File: src/rtl/core/utf8_stream_validator_defines.svh
// ---------------------------------------------------------------------------
// UTF-8 stream validator assertion macros
// Shared concurrent assertion forms, clocked on clk_i and off during reset.
// ---------------------------------------------------------------------------
`ifndef UTF8_STREAM_VALIDATOR_DEFINES_SVH
`define UTF8_STREAM_VALIDATOR_DEFINES_SVH

// Same-cycle implication.
`define U8V_ASSERT_IMPL(lbl, ante, cons) \
  lbl: assert property (@(posedge clk_i) disable iff (!rst_ni) (ante) |-> (cons)) \
    else $error("utf8_stream_validator: assertion failed");

// Next-cycle implication.
`define U8V_ASSERT_NEXT(lbl, ante, cons) \
  lbl: assert property (@(posedge clk_i) disable iff (!rst_ni) (ante) |=> (cons)) \
    else $error("utf8_stream_validator: assertion failed");

`endif

File: src/rtl/core/u8v_pkg.sv
// ---------------------------------------------------------------------------
// UTF-8 stream validator package
// Shared state type and byte classification constants.
// ---------------------------------------------------------------------------
package u8v_pkg;

  // Byte class masks and patterns.
  localparam logic [7:0] AsciiMax   = 8'h7F;
  localparam logic [7:0] Lead2Mask  = 8'hE0;
  localparam logic [7:0] Lead2Pat   = 8'hC0;
  localparam logic [7:0] Lead3Mask  = 8'hF0;
  localparam logic [7:0] Lead3Pat   = 8'hE0;
  localparam logic [7:0] Lead4Mask  = 8'hF8;
  localparam logic [7:0] Lead4Pat   = 8'hF0;
  localparam logic [7:0] ContMask   = 8'hC0;
  localparam logic [7:0] ContPat    = 8'h80;
  localparam logic [7:0] SurrLead   = 8'hED;
  localparam logic [7:0] SurrMask   = 8'hA0;

  // Per-string decoder state.
  typedef struct packed {
    logic [1:0] cnt;       // continuation bytes still owed
    logic       after_ed;  // previous byte was lead 0xED
    logic       failed;    // a failure was seen in this string
  } state_t;

  localparam state_t StateClear = '{cnt: 2'd0, after_ed: 1'b0, failed: 1'b0};

endpackage

File: src/rtl/core/u8v_step.sv
// ---------------------------------------------------------------------------
// UTF-8 stream validator step logic
// Applies one item to the decoder state and forms the string verdict.
// ---------------------------------------------------------------------------
module u8v_step (
  input  u8v_pkg::state_t st_i,
  input  logic [7:0]      data_byte_i,
  input  logic            has_byte_i,
  input  logic            end_of_string_i,
  output u8v_pkg::state_t st_o,
  output logic            string_valid_o
);

  u8v_pkg::state_t after_byte;

  // Byte check: continuation handling or lead classification.
  always_comb begin
    after_byte = st_i;
    if (has_byte_i && !st_i.failed) begin
      if (st_i.cnt != 2'd0) begin
        if ((st_i.after_ed && ((data_byte_i & u8v_pkg::SurrMask) == u8v_pkg::SurrMask)) ||
            ((data_byte_i & u8v_pkg::ContMask) != u8v_pkg::ContPat)) begin
          after_byte = '{cnt: 2'd0, after_ed: 1'b0, failed: 1'b1};
        end else begin
          after_byte.cnt      = st_i.cnt - 2'd1;
          after_byte.after_ed = 1'b0;
        end
      end else if (data_byte_i <= u8v_pkg::AsciiMax) begin
        after_byte = st_i;
      end else if ((data_byte_i & u8v_pkg::Lead2Mask) == u8v_pkg::Lead2Pat) begin
        after_byte.cnt = 2'd1;
      end else if ((data_byte_i & u8v_pkg::Lead3Mask) == u8v_pkg::Lead3Pat) begin
        after_byte.cnt      = 2'd2;
        after_byte.after_ed = (data_byte_i == u8v_pkg::SurrLead);
      end else if ((data_byte_i & u8v_pkg::Lead4Mask) == u8v_pkg::Lead4Pat) begin
        after_byte.cnt = 2'd3;
      end else begin
        after_byte = '{cnt: 2'd0, after_ed: 1'b0, failed: 1'b1};
      end
    end
  end

  // Verdict covers the byte of this item; the end of a string clears state.
  assign string_valid_o = !after_byte.failed && (after_byte.cnt == 2'd0);
  assign st_o           = end_of_string_i ? u8v_pkg::StateClear : after_byte;

endmodule

File: src/rtl/core/utf8_stream_validator.sv
// ---------------------------------------------------------------------------
// UTF-8 stream validator
// Checks a byte stream for UTF-8 validity and reports a verdict per string.
// ---------------------------------------------------------------------------
// Usage:
// The input channel (in_valid_i / in_ready_o) carries one transaction per
// byte: data_byte_i with has_byte_i set, and end_of_string_i on the last
// transaction of a string. A transaction with has_byte_i low and
// end_of_string_i high is a bare end marker; an empty string is valid.
// Each transaction with end_of_string_i set yields one result transaction
// on the output channel (out_valid_o / out_ready_i) carrying string_valid_o.
// An accepted transaction reaches out_valid_o through the input register
// and then the result register. Throughput is one transaction per cycle
// while in_ready_o is high, set by the state update between them.
// When the receiver stalls, the result register holds its verdict and the
// input register still drains items that produce no result; an end item
// waits there, and in_ready_o drops only when both registers are blocked.
// Reset clears the decoder state and both valid flags; the block is ready
// to accept as soon as reset is released.
// ---------------------------------------------------------------------------
`include "utf8_stream_validator_defines.svh"

module utf8_stream_validator (
  input  logic       clk_i,
  input  logic       rst_ni,
  input  logic       in_valid_i,
  output logic       in_ready_o,
  input  logic [7:0] data_byte_i,
  input  logic       has_byte_i,
  input  logic       end_of_string_i,
  output logic       out_valid_o,
  input  logic       out_ready_i,
  output logic       string_valid_o
);

  // Input register.
  logic       s1_valid_q, s1_valid_d;
  logic [7:0] s1_byte_q;
  logic       s1_has_q;
  logic       s1_eos_q;
  logic       s1_adv;

  // Decoder state.
  u8v_pkg::state_t st_q, st_d;
  logic            verdict;

  // Result register.
  logic out_valid_q, out_valid_d;
  logic out_data_q;

  // An item leaves the input register when it makes no result or the
  // result register is free or being emptied.
  assign s1_adv     = s1_valid_q && (!s1_eos_q || !out_valid_q || out_ready_i);
  assign in_ready_o = !s1_valid_q || s1_adv;
  assign s1_valid_d = (in_valid_i && in_ready_o) || (s1_valid_q && !s1_adv);

  always_ff @(posedge clk_i or negedge rst_ni) begin
    if (!rst_ni) begin
      s1_valid_q <= 1'b0;
    end else begin
      s1_valid_q <= s1_valid_d;
    end
  end

  always_ff @(posedge clk_i) begin
    if (in_valid_i && in_ready_o) begin
      s1_byte_q <= data_byte_i;
      s1_has_q  <= has_byte_i;
      s1_eos_q  <= end_of_string_i;
    end
  end

  // State update for the item leaving the input register.
  u8v_step u_step (
    .st_i            (st_q),
    .data_byte_i     (s1_byte_q),
    .has_byte_i      (s1_has_q),
    .end_of_string_i (s1_eos_q),
    .st_o            (st_d),
    .string_valid_o  (verdict)
  );

  always_ff @(posedge clk_i or negedge rst_ni) begin
    if (!rst_ni) begin
      st_q <= u8v_pkg::StateClear;
    end else if (s1_adv) begin
      st_q <= st_d;
    end
  end

  // Result register.
  assign out_valid_d = (s1_adv && s1_eos_q) || (out_valid_q && !out_ready_i);

  always_ff @(posedge clk_i or negedge rst_ni) begin
    if (!rst_ni) begin
      out_valid_q <= 1'b0;
    end else begin
      out_valid_q <= out_valid_d;
    end
  end

  always_ff @(posedge clk_i) begin
    if (s1_adv && s1_eos_q) begin
      out_data_q <= verdict;
    end
  end

  assign out_valid_o    = out_valid_q;
  assign string_valid_o = out_data_q;

  // Assertions.
  // A failed string keeps no open sequence and no surrogate mark.
  `U8V_ASSERT_IMPL(a_failed_clean, st_q.failed, (st_q.cnt == 2'd0) && !st_q.after_ed)
  // The 0xED mark only stands right after a three-byte lead.
  `U8V_ASSERT_IMPL(a_ed_after_lead, st_q.after_ed, st_q.cnt == 2'd2)
  // An end item leaving the input register always lands a result.
  `U8V_ASSERT_NEXT(a_end_gives_result, s1_adv && s1_eos_q, out_valid_q)

endmodule
File: config.mk
export PLATFORM = sky130hd
export DESIGN_NAME = utf8_stream_validator
export DESIGN_NICKNAME = d
export VERILOG_FILES = /design/src/rtl/core/u8v_pkg.sv /design/src/rtl/core/u8v_step.sv /design/src/rtl/core/utf8_stream_validator.sv
export VERILOG_INCLUDE_DIRS = /design/src /design/src/rtl/core
export SDC_FILE = /design/constraint.sdc
export NUM_CORES = 1
export LEC_CHECK = 0
export BUFFER_PORTS_ARGS = -buffer_cell sky130_fd_sc_hd__buf_2
export CAP_MARGIN = 10
export CORE_MARGIN = 2
export CORE_UTILIZATION = 53
export DETAILED_ROUTE_END_ITERATION = 8
export PLACE_DENSITY = 0.85
export SYNTH_ARGS = -nofsm -noshare
export SYNTH_HDL_FRONTEND = slang
export SYNTH_HIERARCHICAL = 1
export SYNTH_SLANG_ARGS = --single-unit
File: constraint.sdc
create_clock -name clk_i -period 2.1 [get_ports clk_i]
set_clock_uncertainty 0.2 [all_clocks]
set_input_delay 0.42 -clock clk_i [delete_from_list [all_inputs] [get_ports clk_i]]
set_output_delay 0.42 -clock clk_i [all_outputs]
set_load 0.01 [all_outputs]
==> results.py, run 1 <==
metrics = {
    "outcome": {
        "status": "finished clean",
    },
    "routing": {
        "detail_route.wl_per_cell_um": 14.8,
        "viasPerCell": 6.11,
        "vias": 697,
        "drt_wl_total_um": 1680,
        "drc_errors": 0,
        "initialDrtViolationCount": 19,
        "dr.pass1.iters": 4,
        "final_antenna_net_count": 0,
    },
    "floorplanning": {
        "start_util": 0.580,
        "core_area_um2": 1560,
        "rows": 14,
        "die-area_um2": 2050,
        "ioPinCount": 17,
        "die_w_um": 45.3,
        "die_h_um": 45.3,
    },
    "timing": {
        "fmax_mhz": 494,
        "setup_tns_ns": 0,
        "drv_slew": 0,
        "finalHoldViolCount": 0,
        "rsz0062_at_grt": "no",
        "tightest_slew_ns": 0.416,
        "slew_headroom": 0.722,
        "min_period_over_period": 0.965,
        "holdWs_ns": 0.0887,
        "layout_min_cycle_time_ns": 2.03,
        "finalSetupViolCount": 0,
    },
    "placement": {
        "io_buffers": 16,
        "dp_cells": 108,
        "dp_hpwl_um": 1210,
        "place.gp.congestion": 0.884,
    },
    "clocking": {
        "cts_buffers": 3,
        "clock-sinks": 17,
        "cts_buffer_depth": 2,
        "clkSlewWorstSetupHoldPaths_ns": 0.10,
        "post_cts_resized": 0,
        "insertion_delay_ns": 0.30,
        "root_buffer": "clkbuf_4",
        "cts_tree": "done",
        "ctsHtreeMaxLevel": 1,
    },
    "synth": {
        "syn_inst": 78,
        "ys_ff_latch": 17,
        "ys_seq_area_frac": 0.531,
        "ys_types": 28,
        "yosys.area.top_type": "edfxtp_1",
        "synthTopCellsByArea": "edfxtp_1 (37%), dfrtp_1 (17%), o211ai_2 (5.5%)",
        "ys_warn_count": 6,
        "yosys.cell_count.top_type": "edfxtp_1",
        "synth_edf_count": 11,
        "yosys.area.top_type_share": 0.365,
        "syn_nets": 93,
        "syn-mean-instance-area_um2": 11.6,
        "netlist_top_cells_count": "edfxtp_1 (11), nand2_1 (8), dfrtp_1 (6), inv_1 (6), nand2b_1 (6)",
        "synthFlopType": "edfxtp_1",
        "synth-async-reset-ratio": 0.353,
        "synth_area_um2": 905,
    },
    "worst_setup_path": {
        "critPathRequiredTime_ns": 1.97,
        "reg2reg_from": "st_q[3]$_DFFE_PN0P_",
        "worst-endpoint-arrival_ns": 1.89,
        "startpoint": "st_q[3]$_DFFE_PN0P_",
        "setup.worst_path.end_class": "flip-flop",
        "crit_path_max_fanout": 7,
        "crit_type": "reg2reg",
        "start_kind": "flip-flop",
    },
    "power": {
        "leakagePower_nw": 0.445,
        "p_per_area_nw_per_um2": 708,
        "vdd_drop_max_uv": 543,
        "power_w": 0.000734,
    },
    "worst_hold_path": {
        "hold_path.class": "in2reg",
        "min-delay-start": "data_byte_i[6]",
    },
    "cells_and_area": {
        "drive_gt1_frac": 0.306,
        "final_net_count": 114,
        "fin_cells": 114,
        "num_antenna_cells": 0,
        "syn2layout_area_growth_pct": 14.7,
    },
    "global_route": {
        "grt-ovfl-total": 0,
        "track_usage": 0.198,
        "grt_max_degree": 12,
        "antenna_found_initial": 0,
        "grt_pass1_vias": 654,
        "grt_pass1_wl_um": 2730,
    },
    "run": {
        "maxCapViolations": 0,
    },
}
worst max-delay path, stage by stage, from the launching register on:
cell	delay [ns]
dfrtp_1	0.43
inv_1	0.07
ha_1	0.26
nor4b_1	0.31
and4b_1	0.27
a221oi_2	0.05
and3_1	0.19
cells by family after synthesis:
group           count (synthesis)  synth area share
compound gates                 14             0.140
simple gates                   38             0.277
buf+inv                         8            0.0387
flops                          17             0.531
fa+ha+maj                       1            0.0138
final cells by class:
class                           count  area, um2
Sequential cell                    17        480
Clock inverter                      1       5.00
Fill cell                         115        522
Clock buffer                        3       22.5
Inverter                            6       22.5
Timing Repair Buffer               18       97.6
Tap cell                           16       20.0
Multi-Input combinational cell     53        389
final timing paths:
kind	to	cells past startpoint	slack, ns
setup / recovery	string_valid_o$_DFFE_PP_	6	0.07
hold / removal	s1_byte_q[6]$_DFFE_PP_	1	0.09
setup reg to reg	string_valid_o$_DFFE_PP_	6	0.07
hold reg to reg	st_q[2]$_DFFE_PN0P_	2	0.37
max in group asynchronous	s1_valid_q$_DFF_PN0_	2	1.30
min in group asynchronous	st_q[3]$_DFFE_PN0P_	2	0.26
cells in the final DEF (no fill, tap or decap), drive strengths merged, types with 4 or more instances in the layout:
master / count
nor2: 4
inv: 6
edfxtp: 11
dfrtp: 6
nand4b: 5
o211ai: 4
a21oi: 4
nand2b: 7
nand2: 8
buf: 17
stage by stage:
stage | area (um2) | util | setup slack [ns]
floorplan | 905 | - | 0.262
global placement | 992 | 0.636 | 0.193
detailed placement | 992 | 0.636 | 0.0914
CTS | 1030 | 0.661 | 0.0834
global route | 1040 | 0.665 | 0.0117
finish | 1040 | 0.665 | 0.0737
power by group:
group	switching (W)	internal [W]	leakage [nW]
combinational	0.0000653	0.0000661	0.243
sequential	0.0000356	0.000389	0.185
clock	0.000107	0.0000711	0.0177
total	0.000208	0.000526	0.445
layer usage:
layer | vias to the layer above | wire length [um] | GRT usage
met5 | - | 0 | 0
met4 | 0 | 48 | 0.153
met3 | 7 | 124 | 0.0840
met2 | 34 | 797 | 0.266
met1 | 324 | 714 | 0.250
li1 | 332 | - | -
registers in the layout, indices dropped and copies added (netlist names):
name	cells
out_valid_o	1
s1_byte_q	8
s1_eos_q	1
s1_has_q	1
s1_valid_q	1
st_q	4
string_valid_o	1
repair_timing:
action / 4_1_cts / 5_1_grt
hold buffers: 1 / 0
endpoints found under the setup margin: 0 / 2
setup buffers: 0 / 1
endpoints found under the hold margin: 6 / 0
No activity file was read; power rests on OpenSTA's default activity.
==> inputs of run 2 (changes only) <==
--- a/config.mk
+++ b/config.mk
@@ -6,12 +6,13 @@
 export SDC_FILE = /design/constraint.sdc
 export NUM_CORES = 1
 export LEC_CHECK = 0
+export ABC_AREA = 1
 export BUFFER_PORTS_ARGS = -buffer_cell sky130_fd_sc_hd__buf_2
 export CAP_MARGIN = 10
 export CORE_MARGIN = 2
-export CORE_UTILIZATION = 53
+export CORE_UTILIZATION = 52
 export DETAILED_ROUTE_END_ITERATION = 8
-export PLACE_DENSITY = 0.85
+export PLACE_DENSITY = 0.84
 export SYNTH_ARGS = -nofsm -noshare
 export SYNTH_HDL_FRONTEND = slang
 export SYNTH_HIERARCHICAL = 1
==> results.py, run 2 <==
metrics = {
    "routing": {
        "viasPerCell": 5.13,
        "dr.pass1.iters": 4,
        "initialDrtViolationCount": 26,
        "final_antenna_net_count": 0,
        "vias": 729,
        "drc_errors": 0,
        "drt_wl_total_um": 1490,
        "detail_route.wl_per_cell_um": 10.5,
    },
    "clocking": {
        "cts_setup_buffers": 0,
        "clock-sinks": 17,
        "ctsHtreeMaxLevel": 1,
        "insertion_delay_ns": 0.28,
        "hold_buffers": 1,
        "root_buffer": "clkbuf_4",
        "clkSlewWorstSetupHoldPaths_ns": 0.09,
        "cts_buffers": 3,
        "cts_tree": "done",
        "post_cts_resized": 0,
        "cts_buffer_depth": 2,
    },
    "worst_setup_path": {
        "path_buf_inv": 1,
        "setup.worst_path.end_class": "output pin",
        "path_cells": "nand4_1, buf_2",
        "critPathRequiredTime_ns": 1.48,
        "crit_type": "reg2out",
        "cpPeakStageDelay_ns": 0.49,
        "slowest_stage": "edfxtp_1",
        "start_kind": "flip-flop",
        "critPathTopFamily": "flip-flops",
        "crit_path_max_fanout": 7,
        "worst-endpoint-arrival_ns": 1.14,
    },
    "timing": {
        "rsz0062_at_grt": "no",
        "finalSetupViolCount": 0,
        "finalHoldViolCount": 0,
        "fmax_mhz": 569,
        "tightest_slew_ns": 0.349,
        "slew_headroom": 0.767,
        "min_period_over_period": 0.837,
        "setup_tns_ns": 0,
        "drv_slew": 0,
        "layout_min_cycle_time_ns": 1.76,
    },
    "power": {
        "clkPwrFrac": 0.229,
        "power.switching_w": 0.000200,
        "power_frac_seq": 0.571,
        "internal_power_w": 0.000516,
        "p_comb_frac": 0.201,
        "netSwitchingFraction": 0.279,
        "leakagePower_nw": 0.534,
        "p_per_area_nw_per_um2": 716,
        "power_w": 0.000716,
        "vdd_drop_max_uv": 496,
    },
    "cells_and_area": {
        "num_antenna_cells": 0,
        "multi_input_area_um2": 315,
        "drive_gt1_frac": 0.190,
        "syn2layout_area_growth_pct": 15.8,
        "fillers": 140,
        "top_register": "s1_byte_q",
        "final_cell_mix": "nand2_1 (42), inv_1 (18), buf_2 (16), edfxtp_1 (11), nand3_1 (8)",
        "largest_reg_flops": 8,
        "final_net_count": 142,
        "fin_cells": 142,
        "final_common_cell": "nand2_1",
        "seq_area_um2": 480,
        "top_regs": "s1_byte_q (8), st_q (4)",
    },
    "global_route": {
        "antenna_found_initial": 0,
        "grt_pass1_vias": 710,
        "grt_max_degree": 11,
        "grt-ovfl-total": 0,
        "grt_pass1_wl_um": 2700,
        "track_usage": 0.186,
    },
    "synth": {
        "syn-mean-instance-area_um2": 8.22,
        "synth_edf_count": 11,
        "synth-async-reset-ratio": 0.353,
        "ys_ff_latch": 17,
        "yosys.area.top_type": "edfxtp_1",
        "synthTopCellsByArea": "edfxtp_1 (38%), nand2_1 (18%), dfrtp_1 (17%)",
        "ys_types": 13,
        "yosys.cell_count.top_type": "nand2_1",
        "synthFlopType": "edfxtp_1",
        "syn_nets": 120,
        "netlist_top_cells_count": "nand2_1 (42), inv_1 (18), edfxtp_1 (11)",
        "ys_warn_count": 6,
        "synth_area_um2": 863,
        "ys_seq_area_frac": 0.557,
        "yosys.area.top_type_share": 0.383,
        "syn_inst": 105,
    },
    "worst_hold_path": {
        "hold_path.class": "in2reg",
    },
    "floorplanning": {
        "die_h_um": 44.7,
        "die-area_um2": 2000,
        "rows": 14,
        "die_w_um": 44.7,
        "core_area_um2": 1520,
        "ioPinCount": 17,
        "start_util": 0.567,
    },
    "placement": {
        "dp_hpwl_um": 1190,
        "place.gp.congestion": 0.882,
        "dp_cells": 137,
        "io_buffers": 16,
    },
    "outcome": {
        "status": "finished clean",
    },
    "run": {
        "maxCapViolations": 0,
    },
}
==> run 2: cell count changes after synthesis, moves of 3 or more <==
cell / delta
nand4_1: +3
inv_1: +12
o211ai_2: -4
nand3_1: +5
nand2_1: +34
nand4b_1: -4
nor2_1: +3
nand2b_1: -6
==> run 2: power by group through the flow <==
stage	combinational (W)	clock [W]	sequential [W]
CTS	0.000143	0.000170	0.000408
floorplan	0.0000991	0	0.000414
finish	0.000144	0.000164	0.000409
global route	0.000170	0.000174	0.000413
detailed placement	0.000141	0	0.000416
global placement	0.000134	0	0.000415
==> run 2: through the flow <==
step | hold WS (ns) | setup slack, ns | util | area [um2]
floorplan | -0.0756 | 0.584 | - | 863
global placement | 0.0491 | 0.510 | 0.632 | 963
detailed placement | 0.0516 | 0.448 | 0.632 | 963
CTS | 0.101 | 0.335 | 0.656 | 1000
global route | 0.107 | 0.270 | 0.656 | 1000
finish | 0.106 | 0.343 | 0.656 | 1000
==> run 2: final timing paths <==
path / cells after the start / to / slack (ns) / from
worst max-delay path: 2 / in_ready_o / 0.34 / s1_eos_q$_DFFE_PP_
worst min-delay path: 1 / s1_has_q$_DFFE_PP_ / 0.11 / has_byte_i
worst max register to register: 11 / st_q[3]$_DFFE_PN0P_ / 0.42 / st_q[2]$_DFFE_PN0P_
worst min register to register: 2 / st_q[2]$_DFFE_PN0P_ / 0.28 / st_q[2]$_DFFE_PN0P_
max in group asynchronous: 2 / st_q[3]$_DFFE_PN0P_ / 1.27 / rst_ni
min in group asynchronous: 2 / out_valid_o$_DFF_PN0_ / 0.28 / rst_ni
==> run 2: layout make-up <==
class                      count  area share
sequential                    17       0.481
multi-input combinational     70       0.315
timing repair buffer          17      0.0901
inverter                      18      0.0676
clock buffer                   4      0.0263
tap                           16      0.0200
==> run 2: worst reg2reg max path: stages, from the launching register on <==
cell     delay (ns)
dfrtp_1        0.39
inv_1          0.11
ha_1           0.25
inv_1          0.10
nand4_1        0.09
nand2_1        0.05
inv_1          0.05
nand2_1        0.05
nand2_1        0.08
nor2_1         0.05
nand3_1        0.09
nand2_1        0.06
==> run 2: cells by family after synthesis <==
kind of cell             count (synthesis)  share of synthesized area
AO/OA/AOI/OAI                            3                     0.0174
buffers and inverters                   18                     0.0783
AND/OR/NAND/NOR                         66                      0.333
adder cells (fa/ha/maj)                  1                     0.0145
flip-flops                              17                      0.557
==> run 2: per-layer routing <==
layer / routed length, um / vias up / part of all wire / track usage
met2: 759 / 24 / 0.51 / 0.296
met3: 73 / 0 / 0.049 / 0.0400
met1: 657 / 331 / 0.44 / 0.243
met4: 0 / 0 / 0 / 0.0909
li1: - / 374 / - / -
met5: 0 / - / 0 / 0
==> inputs of run 3 (changes only) <==
==> constraint.sdc (replaced) <==
create_clock -name clk_i -period 1.7 [get_ports clk_i]
set_clock_uncertainty 0.2 [all_clocks]
set_input_delay 0.34 -clock clk_i [delete_from_list [all_inputs] [get_ports clk_i]]
set_output_delay 0.34 -clock clk_i [all_outputs]
set_load 0.01 [all_outputs]
==> results.py, run 3 (synthesized netlist as in run 2, its figures left out) <==
metrics = {
    "outcome": {
        "status": "finished clean",
    },
    "clocking": {
        "insertion_delay_ns": 0.30,
        "ctsHtreeMaxLevel": 1,
        "cts_tree": "done",
        "cts_buffer_depth": 2,
        "cts_buffers": 3,
        "clkSlewWorstSetupHoldPaths_ns": 0.10,
        "clock-sinks": 17,
        "root_buffer": "clkbuf_4",
    },
    "cells_and_area": {
        "multi_input_area_um2": 328,
        "drive_gt1_frac": 0.252,
        "top_regs": "s1_byte_q (8), st_q (4)",
        "largest_reg_flops": 8,
        "num_antenna_cells": 0,
        "top_register": "s1_byte_q",
        "fillers": 124,
        "final_net_count": 147,
        "final_cell_mix": "nand2_1 (42), buf_2 (16), inv_1 (15), edfxtp_1 (11), nand3_1 (8)",
        "seq_area_um2": 480,
        "final_common_cell": "nand2_1",
        "syn2layout_area_growth_pct": 22.0,
    },
    "global_route": {
        "top_usage_layer": "met2",
        "met2_usage": 0.322,
        "grt_pass1_wl_um": 2820,
        "grt_pass1_vias": 706,
        "grtUsageMet3": 0.0400,
        "track_usage": 0.205,
        "use_met1": 0.245,
        "grt_max_degree": 11,
        "antenna_found_initial": 0,
        "grt-ovfl-total": 0,
    },
    "worst_setup_path": {
        "reg2reg_from": "st_q[2]$_DFFE_PN0P_",
        "r2r_slack_ns": 0.10,
        "ff2ff_path_depth": 11,
        "critPathRequiredTime_ns": 1.16,
        "reg2reg_to": "st_q[3]$_DFFE_PN0P_",
        "endpoint": "in_ready_o",
        "worst-endpoint-arrival_ns": 1.11,
        "start_kind": "flip-flop",
        "crit_type": "reg2out",
        "setup.worst_path.end_class": "output pin",
        "startpoint": "s1_valid_q$_DFF_PN0_",
        "crit_path_max_fanout": 7,
    },
    "power": {
        "clkPwrFrac": 0.232,
        "p_comb_frac": 0.233,
        "power_w": 0.000943,
        "leakagePower_nw": 0.561,
        "power_frac_seq": 0.535,
        "vdd_drop_max_uv": 644,
        "internal_power_w": 0.000662,
        "power.switching_w": 0.000280,
        "netSwitchingFraction": 0.297,
        "p_per_area_nw_per_um2": 895,
    },
    "routing": {
        "drc_errors": 0,
        "drt_wl_total_um": 1660,
        "final_antenna_net_count": 0,
        "initialDrtViolationCount": 28,
        "dr.pass1.iters": 4,
        "detail_route.wl_per_cell_um": 11.3,
        "viasPerCell": 5.27,
        "vias": 775,
    },
    "placement": {
        "io_buffers": 16,
        "dp_hpwl_um": 1170,
        "place.gp.congestion": 0.891,
    },
    "run": {
        "maxCapViolations": 0,
    },
    "timing": {
        "fmax_mhz": 607,
        "finalSetupViolCount": 0,
        "layout_min_cycle_time_ns": 1.65,
        "min_period_over_period": 0.969,
        "drv_slew": 0,
        "finalHoldViolCount": 0,
        "setup_tns_ns": 0,
        "tightest_slew_ns": 0.339,
        "slew_headroom": 0.774,
        "rsz0062_at_grt": "no",
    },
    "worst_hold_path": {
        "hold_path.class": "in2reg",
        "min-delay-start": "has_byte_i",
    },
    "floorplanning": {
        "die_w_um": 44.7,
        "core_area_um2": 1520,
        "ioPinCount": 17,
        "die_h_um": 44.7,
        "rows": 14,
        "die-area_um2": 2000,
        "start_util": 0.567,
    },
}
==> run 3: cell types whose count changed in the layout (fill, tap and decap cells not counted) <==
cell	before	now
ha_1	1	0
inv_1	18	15
buf_4	0	4
inv_2	0	3
clkbuf_1	1	0
clkinv_2	0	1
dlygate4sd3_1	1	2
ha_4	0	1
==> run 3: layer usage <==
metal / share of wire / wire [um] / vias up
li1: - / - / 383
met1: 0.43 / 709 / 360
met2: 0.48 / 797 / 25
met3: 0.050 / 83 / 7
met4: 0.040 / 66 / 0
met5: 0 / 0 / -
==> run 3: layout make-up <==
cell class / instances / share of cell area
multi-input combinational: 70 / 0.311
inverter: 18 / 0.0641
tap: 16 / 0.0190
clock inverter: 1 / 0.00475
sequential: 17 / 0.456
clock buffer: 3 / 0.0214
timing repair buffer: 22 / 0.124
==> run 3: worst max-delay path: stages (launching register included) <==
cell	delay, ns
dfrtp_1	0.47
nand4_1	0.17
buf_2	0.17
==> run 3: timing repair <==
action,4_1_cts,5_1_grt
setup buffers,0,3
setup endpoints to repair,0,4
gates resized for setup,0,5
hold buffers,2,0
hold endpoints to repair,7,0
==> run 3: power by group through the flow <==
stage	combinational, W	clock [W]	sequential (W)
5_1_grt	0.000250	0.000227	0.000508
4_1_cts	0.000182	0.000225	0.000502
6_report	0.000220	0.000219	0.000504
3_5_place_dp	0.000177	0	0.000511
3_3_place_gp	0.000169	0	0.000510
2_1_floorplan	0.000122	0	0.000511
==> run 3: stage by stage <==
step           instances  area (um2)   util  worst slack [ns]  hold slack, ns
2_1_floorplan        105         863      -             0.184          -0.156
3_5_place_dp         138         971  0.637            0.0573         -0.0291
3_3_place_gp         138         971  0.637             0.118         -0.0306
5_1_grt              147        1050  0.691           0.00140          0.0142
4_1_cts              144        1020  0.668            0.0262         0.00514
6_report             147        1050  0.691            0.0534         0.00956
==> run 3: worst min path at each step <==
stage               depth (start not counted)  slack (ns)                     end
floorplan                                   0       -0.16   out_valid_o$_DFF_PN0_
global placement                            1       -0.03     st_q[0]$_DFFE_PN0P_
CTS                                         1       0.005  s1_byte_q[5]$_DFFE_PP_
finish                                      1        0.01      s1_has_q$_DFFE_PP_
global route                                1        0.01      s1_has_q$_DFFE_PP_
detailed placement                          1       -0.03     st_q[0]$_DFFE_PN0P_
